$ cat config.mk
export PLATFORM = sky130hd
export DESIGN_NAME = multi_tap_keypad_text_entry_flat
export DESIGN_NICKNAME = d
export VERILOG_FILES = /design/src/rtl/core/mtk_pkg.sv /design/src/rtl/core/mtk_in_if.sv /design/src/rtl/core/mtk_out_if.sv /design/src/rtl/core/multi_tap_keypad_text_entry.sv /design/src/rtl/core/mtk_entry_ctrl.sv /design/src/rtl/core/mtk_text_buf.sv /design/src/flat_wrapper.sv
export VERILOG_INCLUDE_DIRS = /design/src /design/src/rtl/core
export SDC_FILE = /design/constraint.sdc
export NUM_CORES = 1
export LEC_CHECK = 0
export ABC_AREA = 1
export BUFFER_PORTS_ARGS = -buffer_cell sky130_fd_sc_hd__buf_2
export CAP_MARGIN = 20
export CORE_ASPECT_RATIO = 1.2
export CORE_UTILIZATION = 45
export DETAILED_ROUTE_END_ITERATION = 8
export GPL_TIMING_DRIVEN = 0
export PLACE_DENSITY_LB_ADDON = 0.25
export SLEW_MARGIN = 10
export SYNTH_ARGS = -nofsm -noshare
export SYNTH_HDL_FRONTEND = slang
export SYNTH_SLANG_ARGS = --single-unit
$ cat constraint.sdc
create_clock -name i_clk -period 9.95 [get_ports i_clk]
set_clock_uncertainty 0.1 [all_clocks]
set_input_delay 1.99 -clock i_clk [delete_from_list [all_inputs] [get_ports i_clk]]
set_output_delay 1.99 -clock i_clk [all_outputs]
set_load 0.05 [all_outputs]
$ cat src/rtl/core/multi_tap_keypad_text_entry_macros.svh
// Assertion helpers used by the keypad text entry top module.
`ifndef MULTI_TAP_KEYPAD_TEXT_ENTRY_MACROS_SVH
`define MULTI_TAP_KEYPAD_TEXT_ENTRY_MACROS_SVH

// Same-cycle implication, checked outside reset.
`define MTK_ASSERT_NOW(label, clk, rst_n, ante, cons, msg) \
    label: assert property (@(posedge clk) disable iff (!rst_n) (ante) |-> (cons)) \
        else $error(msg);

// Next-cycle implication, checked outside reset.
`define MTK_ASSERT_NEXT(label, clk, rst_n, ante, cons, msg) \
    label: assert property (@(posedge clk) disable iff (!rst_n) (ante) |=> (cons)) \
        else $error(msg);

`endif

$ cat src/rtl/core/mtk_pkg.sv
package mtk_pkg;

    localparam logic [2:0] CMD_KEY    = 3'd0;
    localparam logic [2:0] CMD_DEL    = 3'd1;
    localparam logic [2:0] CMD_CLEAR  = 3'd2;
    localparam logic [2:0] CMD_HIDE   = 3'd3;
    localparam logic [2:0] CMD_CURSOR = 3'd4;
    localparam logic [2:0] CMD_TICK   = 3'd5;

    localparam logic [3:0]  NO_KEY        = 4'd10;
    localparam logic [3:0]  MAX_KEY       = 4'd9;
    localparam logic [15:0] TIMEOUT_RESET = 16'd1000;

    // Character sequence of each key, digit first.
    localparam logic [7:0] SEQ_TAB [10][9] = '{
        '{8'h30, 8'h20, 8'h00, 8'h00, 8'h00, 8'h00, 8'h00, 8'h00, 8'h00},
        '{8'h31, 8'h00, 8'h00, 8'h00, 8'h00, 8'h00, 8'h00, 8'h00, 8'h00},
        '{8'h32, 8'h61, 8'h62, 8'h63, 8'hE4, 8'h41, 8'h42, 8'h43, 8'hC4},
        '{8'h33, 8'h64, 8'h65, 8'h66, 8'h44, 8'h45, 8'h46, 8'h00, 8'h00},
        '{8'h34, 8'h67, 8'h68, 8'h69, 8'h47, 8'h48, 8'h49, 8'h00, 8'h00},
        '{8'h35, 8'h6A, 8'h6B, 8'h6C, 8'h4A, 8'h4B, 8'h4C, 8'h00, 8'h00},
        '{8'h36, 8'h6D, 8'h6E, 8'h6F, 8'hF6, 8'h4D, 8'h4E, 8'h4F, 8'hD6},
        '{8'h37, 8'h70, 8'h71, 8'h72, 8'h73, 8'h50, 8'h51, 8'h52, 8'h53},
        '{8'h38, 8'h74, 8'h75, 8'h76, 8'hFC, 8'h54, 8'h55, 8'h56, 8'hDC},
        '{8'h39, 8'h77, 8'h78, 8'h79, 8'h7A, 8'h57, 8'h58, 8'h59, 8'h5A}
    };

    // Sequence length of a key.
    function automatic logic [3:0] seq_len(input logic [3:0] key);
        logic [3:0] len;
        case (key)
            4'd0:                   len = 4'd2;
            4'd1:                   len = 4'd1;
            4'd3, 4'd4, 4'd5:       len = 4'd7;
            default:                len = 4'd9;
        endcase
        return len;
    endfunction

    // Buffer operation issued by the entry control.
    typedef struct packed {
        logic       wr_en;
        logic       replace;
        logic       del;
        logic       clr;
        logic [7:0] wr_char;
    } t_text_op;

    // Buffer status seen by the entry control.
    typedef struct packed {
        logic full;
        logic empty;
    } t_buf_stat;

    // Flags after the update.
    typedef struct packed {
        logic masked;
        logic cursor;
        logic open;
    } t_flags;

endpackage

$ cat src/rtl/core/mtk_in_if.sv
interface mtk_in_if;
    logic       valid;
    logic       ready;
    logic [2:0] cmd;
    logic [3:0] key;
    logic       hide;
    logic [3:0] read_index;

    modport source (output valid, cmd, key, hide, read_index, input ready);
    modport sink   (input valid, cmd, key, hide, read_index, output ready);
endinterface

$ cat src/rtl/core/mtk_out_if.sv
interface mtk_out_if;
    logic       valid;
    logic       ready;
    logic [4:0] text_length;
    logic [7:0] read_char;
    logic       text_hidden;
    logic       cursor_shown;
    logic       entry_open;

    modport source (output valid, text_length, read_char, text_hidden, cursor_shown,
                    entry_open, input ready);
    modport sink   (input valid, text_length, read_char, text_hidden, cursor_shown,
                    entry_open, output ready);
endinterface

$ cat src/rtl/core/multi_tap_keypad_text_entry.sv
// Multi-tap keypad text entry.
// Command channel (i_cmd_ch): one transaction per event - key press, delete last,
// clear, set hide, cursor toggle or timer tick - plus the buffer position to report.
// Result channel (o_res_ch): exactly one transaction per command transaction, carrying
// the text length, the character at the requested position (0 past the end), and the
// hidden, cursor and open-entry flags as they stand after that command.
// Configuration: i_cfg_wr_en / i_cfg_wr_data write the entry timeout in ticks; write
// only while no transaction is in flight.
// Result: registered, and valid in the cycle after the command is accepted.
// Throughput: one command per cycle while results are taken; the whole update is a
// table lookup and flag logic between the state registers and the result register.
// Stall: the result register holds while the receiver is not ready; a new command is
// accepted in the same cycle the held result is taken.
// Reset (synchronous, active low): empty buffer, no open entry, timer stopped,
// flags cleared, timeout back to 1000 ticks, no result pending.
`include "multi_tap_keypad_text_entry_macros.svh"

module multi_tap_keypad_text_entry #(
    parameter int TEXT_DEPTH = 16
) (
    input  logic         i_clk,
    input  logic         i_rst_n,
    mtk_in_if.sink       i_cmd_ch,
    mtk_out_if.source    o_res_ch,
    input  logic         i_cfg_wr_en,
    input  logic [15:0]  i_cfg_wr_data
);
    import mtk_pkg::*;

    localparam int CW = $clog2(TEXT_DEPTH + 1);

    logic          w_accept;
    t_text_op      w_op;
    t_buf_stat     w_stat;
    t_flags        w_flags;
    logic [CW-1:0] w_count_next;
    logic [7:0]    w_read_char;

    logic          r_out_valid;
    logic [4:0]    r_len;
    logic          r_hidden;
    logic          r_cursor;
    logic          r_open;

    // Take a new command whenever the result register is free or being drained.
    assign i_cmd_ch.ready = !r_out_valid || o_res_ch.ready;
    assign w_accept       = i_cmd_ch.valid && i_cmd_ch.ready;

    mtk_entry_ctrl u_ctrl (
        .i_clk         (i_clk),
        .i_rst_n       (i_rst_n),
        .i_accept      (w_accept),
        .i_cmd         (i_cmd_ch.cmd),
        .i_key         (i_cmd_ch.key),
        .i_hide        (i_cmd_ch.hide),
        .i_cfg_wr_en   (i_cfg_wr_en),
        .i_cfg_wr_data (i_cfg_wr_data),
        .i_stat        (w_stat),
        .o_op          (w_op),
        .o_flags       (w_flags)
    );

    mtk_text_buf #(
        .TEXT_DEPTH (TEXT_DEPTH)
    ) u_buf (
        .i_clk        (i_clk),
        .i_rst_n      (i_rst_n),
        .i_accept     (w_accept),
        .i_op         (w_op),
        .i_read_index (i_cmd_ch.read_index),
        .o_stat       (w_stat),
        .o_count_next (w_count_next),
        .o_read_char  (w_read_char)
    );

    // Result register: load on accept, drop valid once taken, hold while stalled.
    always_ff @(posedge i_clk) begin
        if (!i_rst_n) begin
            r_out_valid <= 1'b0;
        end else if (w_accept) begin
            r_out_valid <= 1'b1;
        end else if (o_res_ch.ready) begin
            r_out_valid <= 1'b0;
        end
    end

    always_ff @(posedge i_clk) begin
        if (w_accept) begin
            r_len    <= 5'(w_count_next);
            r_hidden <= w_flags.masked;
            r_cursor <= w_flags.cursor;
            r_open   <= w_flags.open;
        end
    end

    assign o_res_ch.valid        = r_out_valid;
    assign o_res_ch.text_length  = r_len;
    assign o_res_ch.read_char    = w_read_char;
    assign o_res_ch.text_hidden  = r_hidden;
    assign o_res_ch.cursor_shown = r_cursor;
    assign o_res_ch.entry_open   = r_open;

    `MTK_ASSERT_NOW(a_no_overwrite, i_clk, i_rst_n, r_out_valid && !o_res_ch.ready, !i_cmd_ch.ready, "command taken while result stalled")
    `MTK_ASSERT_NEXT(a_result_follows, i_clk, i_rst_n, w_accept, r_out_valid, "accepted command produced no result")
    `MTK_ASSERT_NOW(a_len_bound, i_clk, i_rst_n, r_out_valid, int'(r_len) <= TEXT_DEPTH, "text length beyond buffer depth")

endmodule

$ cat src/rtl/core/mtk_entry_ctrl.sv
module mtk_entry_ctrl (
    input  logic              i_clk,
    input  logic              i_rst_n,
    input  logic              i_accept,
    input  logic [2:0]        i_cmd,
    input  logic [3:0]        i_key,
    input  logic              i_hide,
    input  logic              i_cfg_wr_en,
    input  logic [15:0]       i_cfg_wr_data,
    input  mtk_pkg::t_buf_stat i_stat,
    output mtk_pkg::t_text_op  o_op,
    output mtk_pkg::t_flags    o_flags
);
    import mtk_pkg::*;

    logic [15:0] r_timeout;
    logic [3:0]  r_last_key, n_last_key;
    logic [3:0]  r_press_cnt, n_press_cnt;
    logic        r_append, n_append;
    logic        r_masked, n_masked;
    logic        r_cursor, n_cursor;
    logic        r_tmr_run, n_tmr_run;
    logic [15:0] r_tmr_cnt, n_tmr_cnt;

    logic        w_same;
    logic        w_app;
    logic [3:0]  w_len;
    logic [3:0]  w_pos;
    logic [15:0] w_limit;

    always_comb begin
        n_last_key  = r_last_key;
        n_press_cnt = r_press_cnt;
        n_append    = r_append;
        n_masked    = r_masked;
        n_cursor    = r_cursor;
        n_tmr_run   = r_tmr_run;
        n_tmr_cnt   = r_tmr_cnt;
        o_op        = '0;
        w_same      = (i_key == r_last_key);
        w_app       = !w_same || (i_key <= 4'd1) || r_append;
        w_len       = seq_len(i_key);
        w_pos       = w_same ? (r_press_cnt + 4'd1) : 4'd1;
        if (w_pos > w_len) begin
            w_pos = 4'd1;
        end
        w_limit     = (r_timeout == '0) ? 16'd1 : r_timeout;

        unique case (i_cmd)
            CMD_KEY: begin
                if (i_key <= MAX_KEY && !i_stat.full) begin
                    n_masked    = 1'b0;
                    n_press_cnt = (w_pos == w_len) ? 4'd0 : w_pos;
                    n_last_key  = i_key;
                    n_tmr_run   = 1'b1;
                    n_tmr_cnt   = '0;
                    n_append    = 1'b0;
                    o_op.wr_en   = 1'b1;
                    o_op.replace = !w_app && !i_stat.empty;
                    o_op.wr_char = SEQ_TAB[i_key][w_pos - 4'd1];
                end
            end
            CMD_DEL: begin
                o_op.del = 1'b1;
                n_masked = 1'b0;
            end
            CMD_CLEAR: begin
                o_op.clr = 1'b1;
            end
            CMD_HIDE: begin
                n_masked = i_hide;
            end
            CMD_CURSOR: begin
                n_cursor = !(r_cursor || !r_append);
            end
            CMD_TICK: begin
                if (r_tmr_run) begin
                    n_tmr_cnt = r_tmr_cnt + 16'd1;
                    if (n_tmr_cnt >= w_limit) begin
                        n_tmr_run   = 1'b0;
                        n_press_cnt = 4'd0;
                        n_last_key  = NO_KEY;
                        n_append    = 1'b1;
                    end
                end
            end
            default: begin
            end
        endcase

        o_flags.masked = n_masked;
        o_flags.cursor = n_cursor;
        o_flags.open   = !n_append && n_last_key >= 4'd2 && n_last_key <= MAX_KEY;
    end

    always_ff @(posedge i_clk) begin
        if (!i_rst_n) begin
            r_timeout   <= TIMEOUT_RESET;
            r_last_key  <= NO_KEY;
            r_press_cnt <= '0;
            r_append    <= 1'b1;
            r_masked    <= 1'b0;
            r_cursor    <= 1'b0;
            r_tmr_run   <= 1'b0;
            r_tmr_cnt   <= '0;
        end else begin
            if (i_cfg_wr_en) begin
                r_timeout <= i_cfg_wr_data;
            end
            if (i_accept) begin
                r_last_key  <= n_last_key;
                r_press_cnt <= n_press_cnt;
                r_append    <= n_append;
                r_masked    <= n_masked;
                r_cursor    <= n_cursor;
                r_tmr_run   <= n_tmr_run;
                r_tmr_cnt   <= n_tmr_cnt;
            end
        end
    end

endmodule

$ cat src/rtl/core/mtk_text_buf.sv
module mtk_text_buf #(
    parameter int TEXT_DEPTH = 16
) (
    input  logic               i_clk,
    input  logic               i_rst_n,
    input  logic               i_accept,
    input  mtk_pkg::t_text_op  i_op,
    input  logic [3:0]         i_read_index,
    output mtk_pkg::t_buf_stat o_stat,
    output logic [$clog2(TEXT_DEPTH+1)-1:0] o_count_next,
    output logic [7:0]         o_read_char
);
    import mtk_pkg::*;

    localparam int CW = $clog2(TEXT_DEPTH + 1);
    localparam int AW = (TEXT_DEPTH > 1) ? $clog2(TEXT_DEPTH) : 1;

    logic [7:0]    r_mem [TEXT_DEPTH];
    logic [CW-1:0] r_count;
    logic [CW-1:0] n_count;
    logic [CW-1:0] w_pos;
    logic [AW-1:0] w_wr_addr;
    logic [AW-1:0] w_rd_addr;
    logic          w_rd_ok;

    assign o_stat.full  = (r_count == CW'(TEXT_DEPTH));
    assign o_stat.empty = (r_count == '0);

    always_comb begin
        n_count = r_count;
        w_pos   = i_op.replace ? (r_count - CW'(1)) : r_count;
        if (i_op.wr_en) begin
            n_count = w_pos + CW'(1);
        end else if (i_op.del) begin
            if (r_count != '0) begin
                n_count = r_count - CW'(1);
            end
        end else if (i_op.clr) begin
            n_count = '0;
        end
    end

    assign o_count_next = n_count;
    assign w_wr_addr    = AW'(w_pos);
    assign w_rd_addr    = AW'(i_read_index);
    assign w_rd_ok      = (int'(i_read_index) < int'(n_count)) &&
                          (int'(i_read_index) < TEXT_DEPTH);

    always_ff @(posedge i_clk) begin
        if (!i_rst_n) begin
            r_count <= '0;
        end else if (i_accept) begin
            r_count <= n_count;
        end
    end

    // Store and read port; forward the character written in the same transaction.
    always_ff @(posedge i_clk) begin
        if (i_accept) begin
            if (i_op.wr_en) begin
                r_mem[w_wr_addr] <= i_op.wr_char;
            end
            if (!w_rd_ok) begin
                o_read_char <= 8'h00;
            end else if (i_op.wr_en && w_wr_addr == w_rd_addr) begin
                o_read_char <= i_op.wr_char;
            end else begin
                o_read_char <= r_mem[w_rd_addr];
            end
        end
    end

endmodule
$ cat src/flat_wrapper.sv
// flat-port wrapper written by rule: the top's interface ports become plain ports
module multi_tap_keypad_text_entry_flat import mtk_pkg::*;
#(
    parameter int TEXT_DEPTH = 16
)
  (i_clk, i_rst_n, i_cfg_wr_en, i_cfg_wr_data, i_cmd_ch_valid, i_cmd_ch_cmd, i_cmd_ch_key, i_cmd_ch_hide, i_cmd_ch_read_index, i_cmd_ch_ready, o_res_ch_valid, o_res_ch_text_length, o_res_ch_read_char, o_res_ch_text_hidden, o_res_ch_cursor_shown, o_res_ch_entry_open, o_res_ch_ready);
  mtk_in_if i_cmd_ch_i ();
  mtk_out_if o_res_ch_i ();
  input  logic i_clk;
  input  logic i_rst_n;
  input  logic i_cfg_wr_en;
  input  logic [15:0] i_cfg_wr_data;
  input wire logic [$bits(i_cmd_ch_i.valid)-1:0] i_cmd_ch_valid;
  input wire logic [$bits(i_cmd_ch_i.cmd)-1:0] i_cmd_ch_cmd;
  input wire logic [$bits(i_cmd_ch_i.key)-1:0] i_cmd_ch_key;
  input wire logic [$bits(i_cmd_ch_i.hide)-1:0] i_cmd_ch_hide;
  input wire logic [$bits(i_cmd_ch_i.read_index)-1:0] i_cmd_ch_read_index;
  output wire logic [$bits(i_cmd_ch_i.ready)-1:0] i_cmd_ch_ready;
  output wire logic [$bits(o_res_ch_i.valid)-1:0] o_res_ch_valid;
  output wire logic [$bits(o_res_ch_i.text_length)-1:0] o_res_ch_text_length;
  output wire logic [$bits(o_res_ch_i.read_char)-1:0] o_res_ch_read_char;
  output wire logic [$bits(o_res_ch_i.text_hidden)-1:0] o_res_ch_text_hidden;
  output wire logic [$bits(o_res_ch_i.cursor_shown)-1:0] o_res_ch_cursor_shown;
  output wire logic [$bits(o_res_ch_i.entry_open)-1:0] o_res_ch_entry_open;
  input wire logic [$bits(o_res_ch_i.ready)-1:0] o_res_ch_ready;
  assign i_cmd_ch_i.valid = i_cmd_ch_valid;
  assign i_cmd_ch_i.cmd = i_cmd_ch_cmd;
  assign i_cmd_ch_i.key = i_cmd_ch_key;
  assign i_cmd_ch_i.hide = i_cmd_ch_hide;
  assign i_cmd_ch_i.read_index = i_cmd_ch_read_index;
  assign i_cmd_ch_ready = i_cmd_ch_i.ready;
  assign o_res_ch_valid = o_res_ch_i.valid;
  assign o_res_ch_text_length = o_res_ch_i.text_length;
  assign o_res_ch_read_char = o_res_ch_i.read_char;
  assign o_res_ch_text_hidden = o_res_ch_i.text_hidden;
  assign o_res_ch_cursor_shown = o_res_ch_i.cursor_shown;
  assign o_res_ch_entry_open = o_res_ch_i.entry_open;
  assign o_res_ch_i.ready = o_res_ch_ready;
  multi_tap_keypad_text_entry #(.TEXT_DEPTH(TEXT_DEPTH)) u_core (.i_clk(i_clk), .i_rst_n(i_rst_n), .i_cmd_ch(i_cmd_ch_i), .o_res_ch(o_res_ch_i), .i_cfg_wr_en(i_cfg_wr_en), .i_cfg_wr_data(i_cfg_wr_data));
endmodule
==> results by stage, run 1 <==
Placed design:
- The placed instances occupy a cell area of 0.0108 mm^2.
- The placer congestion estimate is 0.916.
- The minimum setup slack after placement is 2820 ps.
- The count of buffers added on input and output ports is 50.
- The wire-length estimate of the detail-placed layout is 18.5 mm.
- The number of placed instances, taps included is 1,467.

Synthesis:
- Synthesis instantiated 47 different standard cells from the library.
- The number of instances in the synthesized netlist is 1,143.
- In this run the cell area of the synthesized design comes to 0.0102 mm^2.
- The dominant synthesized flop cell is edfxtp_1.
- The Yosys step of the flow raised 0 warnings.
- Counting flops and latches in the post-synthesis netlist gives 194.
- For this run, the register share of the synthesized area comes to 52.3%.
- The mean cell area of the mapped netlist is 8.90 um^2.
- The proportion of synthesized flip-flops having asynchronous set or reset is 0%.
- The number of nets handed over by synthesis was 1,214.
- The number of enable flip-flop cells after synthesis is 144.

Power:
- The worst vdd rail ir drop is 116 uV.
- Cell internal power was estimated by the tool at 1.32 mW.
- Per report_power, the sequential group accounts for 49.8% of the total.
- Summed over all nets, the switching power comes to 0.469 mW.
- The total leakage power is 4.66 nW.
- Total power for the finished layout comes to 1.79 mW.
- The proportion of total power due to net switching is 26.3%.
- The share of power burned in the clock network is 38.2%.
- For this design the ratio of total power to cell area is 157 mW/mm^2.
- The relative contribution of combinational cells to total power is 12.0%.

Timing:
- The count of pins over their slew limit came to 0.
- In this run the tightest slew margin relative to its limit is 24.2%.
- The final worst-path cycle share is 68.0%.
- On the final layout, the worst hold slack is 376 ps.
- Setup repair after global routing left no endpoint under its margin.
- The fmax is 148 MHz.
- The total negative slack for setup checks is 0 ps.
- The worst-margin pin slew is 1130 ps.
- The smallest clock period supported by the final layout is computed as 6770 ps.
- The worst path meets setup with 3180 ps of slack.
- Setup violations remaining at the end of the flow were counted as 0.
- The hold violation total from the final report is 0.

GRT:
- The number of antenna violations at the first check in global routing is 0.
- The first global-routing pass estimated 41.0 mm of wire.
- The maximum number of pins on one net before global-route repair is 25.
- The via count of the first global-routing pass is 8,026.
- The combined global-route utilization of all metal layers is 22.6%.
- The remaining global-route overflow is 0.

Clock tree:
- The deepest level of the CTS H-tree is 4.
- The post-cts hold buffer count is 0.
- The clock latency of the later-clocked register in the worst-skew pair is 440 ps.
- The tree is rooted in a clkbuf_16.
- The number of buffers added for setup after CTS is 0.
- The number of sinks handled by clock tree synthesis is 194.
- The clock tree from TritonCTS is done.
- The number of buffers on the longest clock path is 2.
- The post-CTS clock slew at the launch and capture registers of the worst setup and hold paths is 70 ps.
- The number of buffers created by CTS is 17.
- The number of gates resized after CTS is 0.

Drt:
- The routed length per instance is 16.9 um.
- The remaining design rule violation count is 0.
- Detailed routing inserted a total of 8,175 vias.
- For this block, the routed nets add up to 25.4 mm of wire.
- The number of nets still failing antenna checks after routing is 0.
- The number of detailed-route iterations in the first pass is 7.
- The starting DRC count in detailed routing is 606.
- The number of vias per cell is 5.45.

Floorplanning:
- In this run the standard cell core region covers 0.0219 mm^2.
- The die area is 0.0232 mm^2.
- The initial cell density of the core is 46.4%.
- 51 I/O pins were placed.
- Row generation in the floorplan step produced 59 rows.
- The floorplan step set the die width to 139 um.
- The die is 167 um tall.

Worst setup path:
- The largest fanout of any net on the critical path is 17.
- The critical path goes through buf_2 > ha_1 > or2_2 > a31oi_1 > o21ai_0 > ha_1 > nand2_1 > inv_1 > o21ai_0 > nand2_1 > nand2_1 > clkbuf_1 > nand2_1 > ha_1 > clkbuf_1 > o22ai_1 > nand2_1 > nand2_1 > nor2_1 > nand2_1 > nand2_1 > inv_1 > a21oi_2.
- STA classifies the critical path startpoint as an input port.
- STA puts the critical path data required time at 10,140 ps.
- The critical path's largest stage delay is 840 ps.
- The cell type group with the largest total delay on the critical path is simple AND/OR/NAND/NOR gates.
- Data arrives at the worst endpoint at 6960 ps.
- The slowest stage of the critical path is the nor2_1 cell.
- The type of destination of the critical path is a flip-flop.
- By startpoint and endpoint, the worst setup path is classified as in -> reg.
- The cell type with the highest occurrence count on the critical path is nand2_1.
- The number of buffers and inverters on the critical path is 5.

Outcome:
- The run finished with clean final reports.

Finish:
- The sequential cells in the finished layout cover a total of 0.00533 mm^2.
- The count of fill cells added during filler insertion is 2,049.
- The count of antenna diodes in the layout is 0.
- From synthesis to final layout, the design area changed by 11.6%.
- The post-route cell area is 0.0114 mm^2.
- The multi-input combinational cell area is 0.00420 mm^2.
- Cells with a size suffix above 1 make up 11.6% of the layout.
- The utilization after layout is 51.8%.
- In the final design database the tool counted 1,283 nets.
- The count of placed standard cells in the final layout, fillers left out is 1,499.

Job:
- The count of max-cap constraint violations is 0.

Worst hold path:
- The classification of the worst-slack hold path is reg -> reg.
[kinds of logic after synthesis]
family | after synthesis | synth area share [%]
AOI/OAI and AO/OA | 255 | 14.1
buffers and inverters | 165 | 6.41
DFF | 194 | 52.3
and+or+nand+nor | 469 | 20.6
adders and majority gates | 38 | 4.67
xor gates and xnor gates | 22 | 1.89
[Yosys cell counts (5+ instances only)]
| cell type | number | area (um^2) |
|---|---|---|
| a21oi_1 | 84 | 420 |
| a32o_1 | 6 | 60.1 |
| clkbuf_1 | 35 | 131 |
| dfxtp_1 | 50 | 1000 |
| edfxtp_1 | 144 | 4320 |
| ha_1 | 38 | 475 |
| inv_1 | 105 | 394 |
| inv_2 | 12 | 45.0 |
| nand2_1 | 215 | 807 |
| nand2_2 | 13 | 81.3 |
| nand3_1 | 71 | 355 |
| nand4_1 | 8 | 50.1 |
| nor2_1 | 125 | 469 |
| nor2_2 | 6 | 37.5 |
| nor2_4 | 5 | 56.3 |
| nor3_1 | 7 | 35.0 |
| o21ai_0 | 116 | 581 |
| o221ai_1 | 16 | 140 |
| o22ai_1 | 13 | 81.3 |
| xnor2_1 | 9 | 78.8 |
| xor2_1 | 13 | 114 |
[worst reg2reg max path: stages, from the launching register on]
cell      delay [ps]
dfxtp_1          420
inv_1             80
nand2_1           60
nand2_1           60
nor2_2           150
nand2_4          140
nor2_1           270
ha_1             300
inv_1             60
nor2_1            30
o21ai_0          160
nand2_1           70
nand2_1          120
clkbuf_1         390
nand2_1          170
ha_1             430
clkbuf_1         400
o22ai_1          160
nand2_1           80
nand2_1           40
nor2_1           840
nand2_1          120
nand2_1           90
inv_1             50
a21oi_2          100
[cell type report]
| cell class | count | share of cell area [%] |
|---|---|---|
| flip-flops and latches | 194 | 46.9 |
| multi-input cells | 784 | 37.0 |
| inverters | 121 | 4.01 |
| clock buffers | 18 | 3.78 |
| well taps | 274 | 3.02 |
| repair buffers | 50 | 2.20 |
| plain buffers | 44 | 1.73 |
| clock inverters | 14 | 1.39 |
[placed cells by master (no fill, tap or decap), types with 7 or more instances in the layout]
cell type / n
dfxtp_1: 50
edfxtp_1: 144
inv_1: 105
ha_1: 38
nor3_1: 7
clkbuf_16: 17
buf_2: 54
xor2_1: 13
o22ai_1: 13
nand3_1: 71
a21oi_1: 84
o21ai_0: 116
nand2_2: 13
inv_2: 12
clkbuf_1: 36
o221ai_1: 16
nor2_1: 125
nand4_1: 8
nand2_1: 215
xnor2_1: 9
[metal layers]
metal  track usage, %  vias to the layer above  wire length [um]
met2             41.3                      249             13100
met1             26.7                     3832             10300
met3             3.59                       44              1230
li1                 -                     4050                 -
met5                0                        -                 0
met4             8.02                        0               675
[state kept, by name, summed over array words and instances (netlist names), 4 cells and up]
register,flops
u_core.u_buf.o_read_char,8
u_core.u_ctrl.r_tmr_cnt,16
u_core.u_ctrl.r_press_cnt,4
u_core.u_buf.r_count,5
u_core.o_res_ch.text_length,5
u_core.u_ctrl.r_last_key,4
u_core.u_ctrl.r_timeout,16
u_core.u_buf.r_mem,128
[power groups by stage]
stage | logic (mW) | registers [mW] | clock network [mW]
detailed placement | 0.213 | 0.907 | 0
finish | 0.215 | 0.888 | 0.682
global placement | 0.211 | 0.907 | 0
global route | 0.238 | 0.890 | 0.722
CTS | 0.214 | 0.889 | 0.687
floorplan | 0.127 | 0.930 | 0
[final timing paths]
check / startpoint / to / slack [ps] / depth (start not counted)
hold reg to reg: u_core.u_ctrl.r_last_key[0] / u_core.u_ctrl.r_last_key[0] / 380 / 2
setup reg to reg: u_core.u_ctrl.r_last_key[3] / u_core.u_buf.o_read_char[5] / 4930 / 24
setup / recovery: i_cmd_ch_key[0] / u_core.u_buf.o_read_char[5] / 3180 / 23
hold / removal: u_core.u_ctrl.r_last_key[0] / u_core.u_ctrl.r_last_key[0] / 380 / 2
Note: power is estimated with default switching activity, not from simulation.
==> run 2, diff against run 1 <==
Clock period 9.95 ns to 5.75 ns, I/O delays scaled along.
==> results by stage, run 2 (synthesized netlist as in run 1, its figures left out) <==
Timing:
- The routed design could run at a clock period as short as 5290 ps.
- The fmax is 189 MHz.
- The worst-margin pin slew is 938 ps.
- The remaining max-slew budget at the tightest pin is 37.3%.
- In the post-route analysis, the smallest setup slack over all paths is 464 ps.
- The final worst-path cycle share is 91.9%.
- Setup violations remaining at the end of the flow were counted as 0.
- Setup repair after global routing left no endpoint under its margin.
- The hold violation total from the final report is 0.
- The count of pins over their slew limit came to 0.

Drt:
- The routed length per instance is 16.9 um.
- The routed layout has 8,171 vias.
- The total detailed-routing wirelength is 25.4 mm.
- The starting DRC count in detailed routing is 568.
- The number of vias per cell is 5.44.
- The number of detailed-route iterations in the first pass is 7.
- In the routed design, unresolved DRC markers number 0.
- The detail route stage leaves a number of antenna-violating nets equal to 0.

Placed design:
- The congestion estimate from routability-driven global placement came to 0.916.
- The number of I/O port buffers is 50.
- Detailed placement ended at an HPWL of 18.5 mm.
- Counting tap cells, the placed design contains a total of 1,467 instances.
- The minimum setup slack after placement is -542 ps.

Clock tree:
- The clock tree from TritonCTS is done.
- The longest clock path from root to sink contains 2 buffers.
- CTS built an H-tree with a depth of 4.
- The post-CTS clock slew at the launch and capture registers of the worst setup and hold paths is 70 ps.
- The number of clock buffers added by TritonCTS is 17.
- CTS placed an instance of clkbuf_16 at the clock tree root.
- The clock latency of the later-clocked register in the worst-skew pair is 440 ps.
- The number of sinks handled by clock tree synthesis is 194.
- The post-cts hold buffer count is 0.

Floorplanning:
- Measured along the y axis, the die boundary spans 167 um.
- The cell row count is 59.
- The floorplan step set the die width to 139 um.
- The region available for standard cell placement spans 0.0219 mm^2.
- The count of boundary I/O pins is 51.
- For this configuration, the core starts out at a cell density of 46.4%.
- The die area is 0.0232 mm^2.

Worst setup path:
- The data required time of the critical path is 5910 ps.
- The startpoint-to-endpoint class of the critical path is in -> reg.
- The kind of start point of the critical path is an input port.
- The data arrival at the endpoint of the critical path is 5450 ps.
- Of all nets on the critical path, the largest fanout is 10.
- STA classifies the critical path endpoint as a flip-flop.

Worst hold path:
- The path class of the tightest hold or removal check is reg -> reg.

Power:
- The power density normalized to cell area is 271 mW/mm^2.
- Across the VDD grid, the largest voltage drop is 200 uV.
- The total leakage power is 4.64 nW.
- The total power after layout is 3.09 mW.

Finish:
- The count of antenna diodes in the layout is 0.
- The number of flip-flops in the largest register is 128.
- In the layout the commonest cells are nand2_1 (215), edfxtp_1 (144), nor2_1 (124).
- The commonest non-fill, non-tap cell in the layout is nand2_1.
- u_core.u_buf.r_mem holds more flip-flops than any other register.
- In the final layout, the share of cells above drive strength 1 is 12.5%.
- Compared with the post-synthesis result, the final layout area differs by 12.3%.
- The net total in the final layout is 1,285.
- The count of placed standard cells in the final layout, fillers left out is 1,501.
- The largest registers in the layout are u_core.u_buf.r_mem: 128 flops, u_core.u_ctrl.r_timeout: 16 flops, u_core.u_ctrl.r_tmr_cnt: 16 flops.

Outcome:
- The run finished with clean final reports.

GRT:
- Global routing used 22.6% of the available tracks across all layers.
- The via count of the first global-routing pass came to 8,024.
- The maximum number of pins on one net before global-route repair is 25.
- The wire length of the first global-routing pass is 41.0 mm.
- The number of antenna violations at the first check in global routing is 0.
- The remaining global-route overflow is 0.

Job:
- The count of max-cap constraint violations is 0.
[run 2: final timing paths]
kind / startpoint / endpoint / slack [ps] / depth (start not counted)
hold reg to reg: u_core.u_ctrl.r_last_key[0] / u_core.u_ctrl.r_last_key[0] / 380 / 2
hold / removal: u_core.u_ctrl.r_last_key[0] / u_core.u_ctrl.r_last_key[0] / 380 / 2
setup / recovery: i_cmd_ch_key[0] / u_core.u_buf.o_read_char[3] / 460 / 24
setup reg to reg: u_core.u_ctrl.r_last_key[3] / u_core.u_buf.o_read_char[3] / 1280 / 25
[run 2: layout make-up]
cell class	count	area (um^2)
Buffer	44	199
Clock buffer	18	429
Clock inverter	14	158
Fill cell	2038	10500
Inverter	121	470
Multi-Input combinational cell	784	4210
Sequential cell	194	5330
Tap cell	274	343
Timing Repair Buffer	52	290
[run 2: metrics by stage]
step	hold slack (ps)	instance area [um^2]	utilization, %	TNS, ps
3_3_place_gp	364	10800	49.1	-19380
6_report	376	11400	52.1	0
3_5_place_dp	369	10800	49.1	-24750
4_1_cts	380	11400	51.8	0
5_1_grt	402	11400	52.1	0
2_1_floorplan	348	10200	-	0
[run 2: repair_timing]
action,4_1_cts,5_1_grt
endpoints found under the hold margin,0,0
setup endpoints to repair,11,101
setup buffers,0,2
gates resized for setup,2,9
[run 2: where the power goes]
part	switching, mW	internal, mW	total, mW
Combinational	0.266	0.108	0.374
Sequential	0.0131	1.52	1.54
Clock	0.533	0.647	1.18
[run 2: critical path, cell delays in order]
cell        delay (ps)
buf_2              180
ha_1               250
or2_2              340
a31oi_2            270
o21ai_0            220
ha_1               340
nand2_1             70
inv_1               50
o21ai_0             70
nand2_1             70
nand2_1            130
clkbuf_2           260
nand2_1            130
ha_2               440
clkinvlp_4         210
a211oi_1           330
o21ai_0            120
nand3_1            100
nand2_1             90
nand2_1             90
nand2_1            160
nor2_1             140
nor2_1              60
a21oi_1            160
[run 2: metal layers]
metal  GRT usage, %  wire length, um
met1           26.7            10400
met2           41.3            13300
met3           3.59             1130
met4           8.02              618
met5              0                0
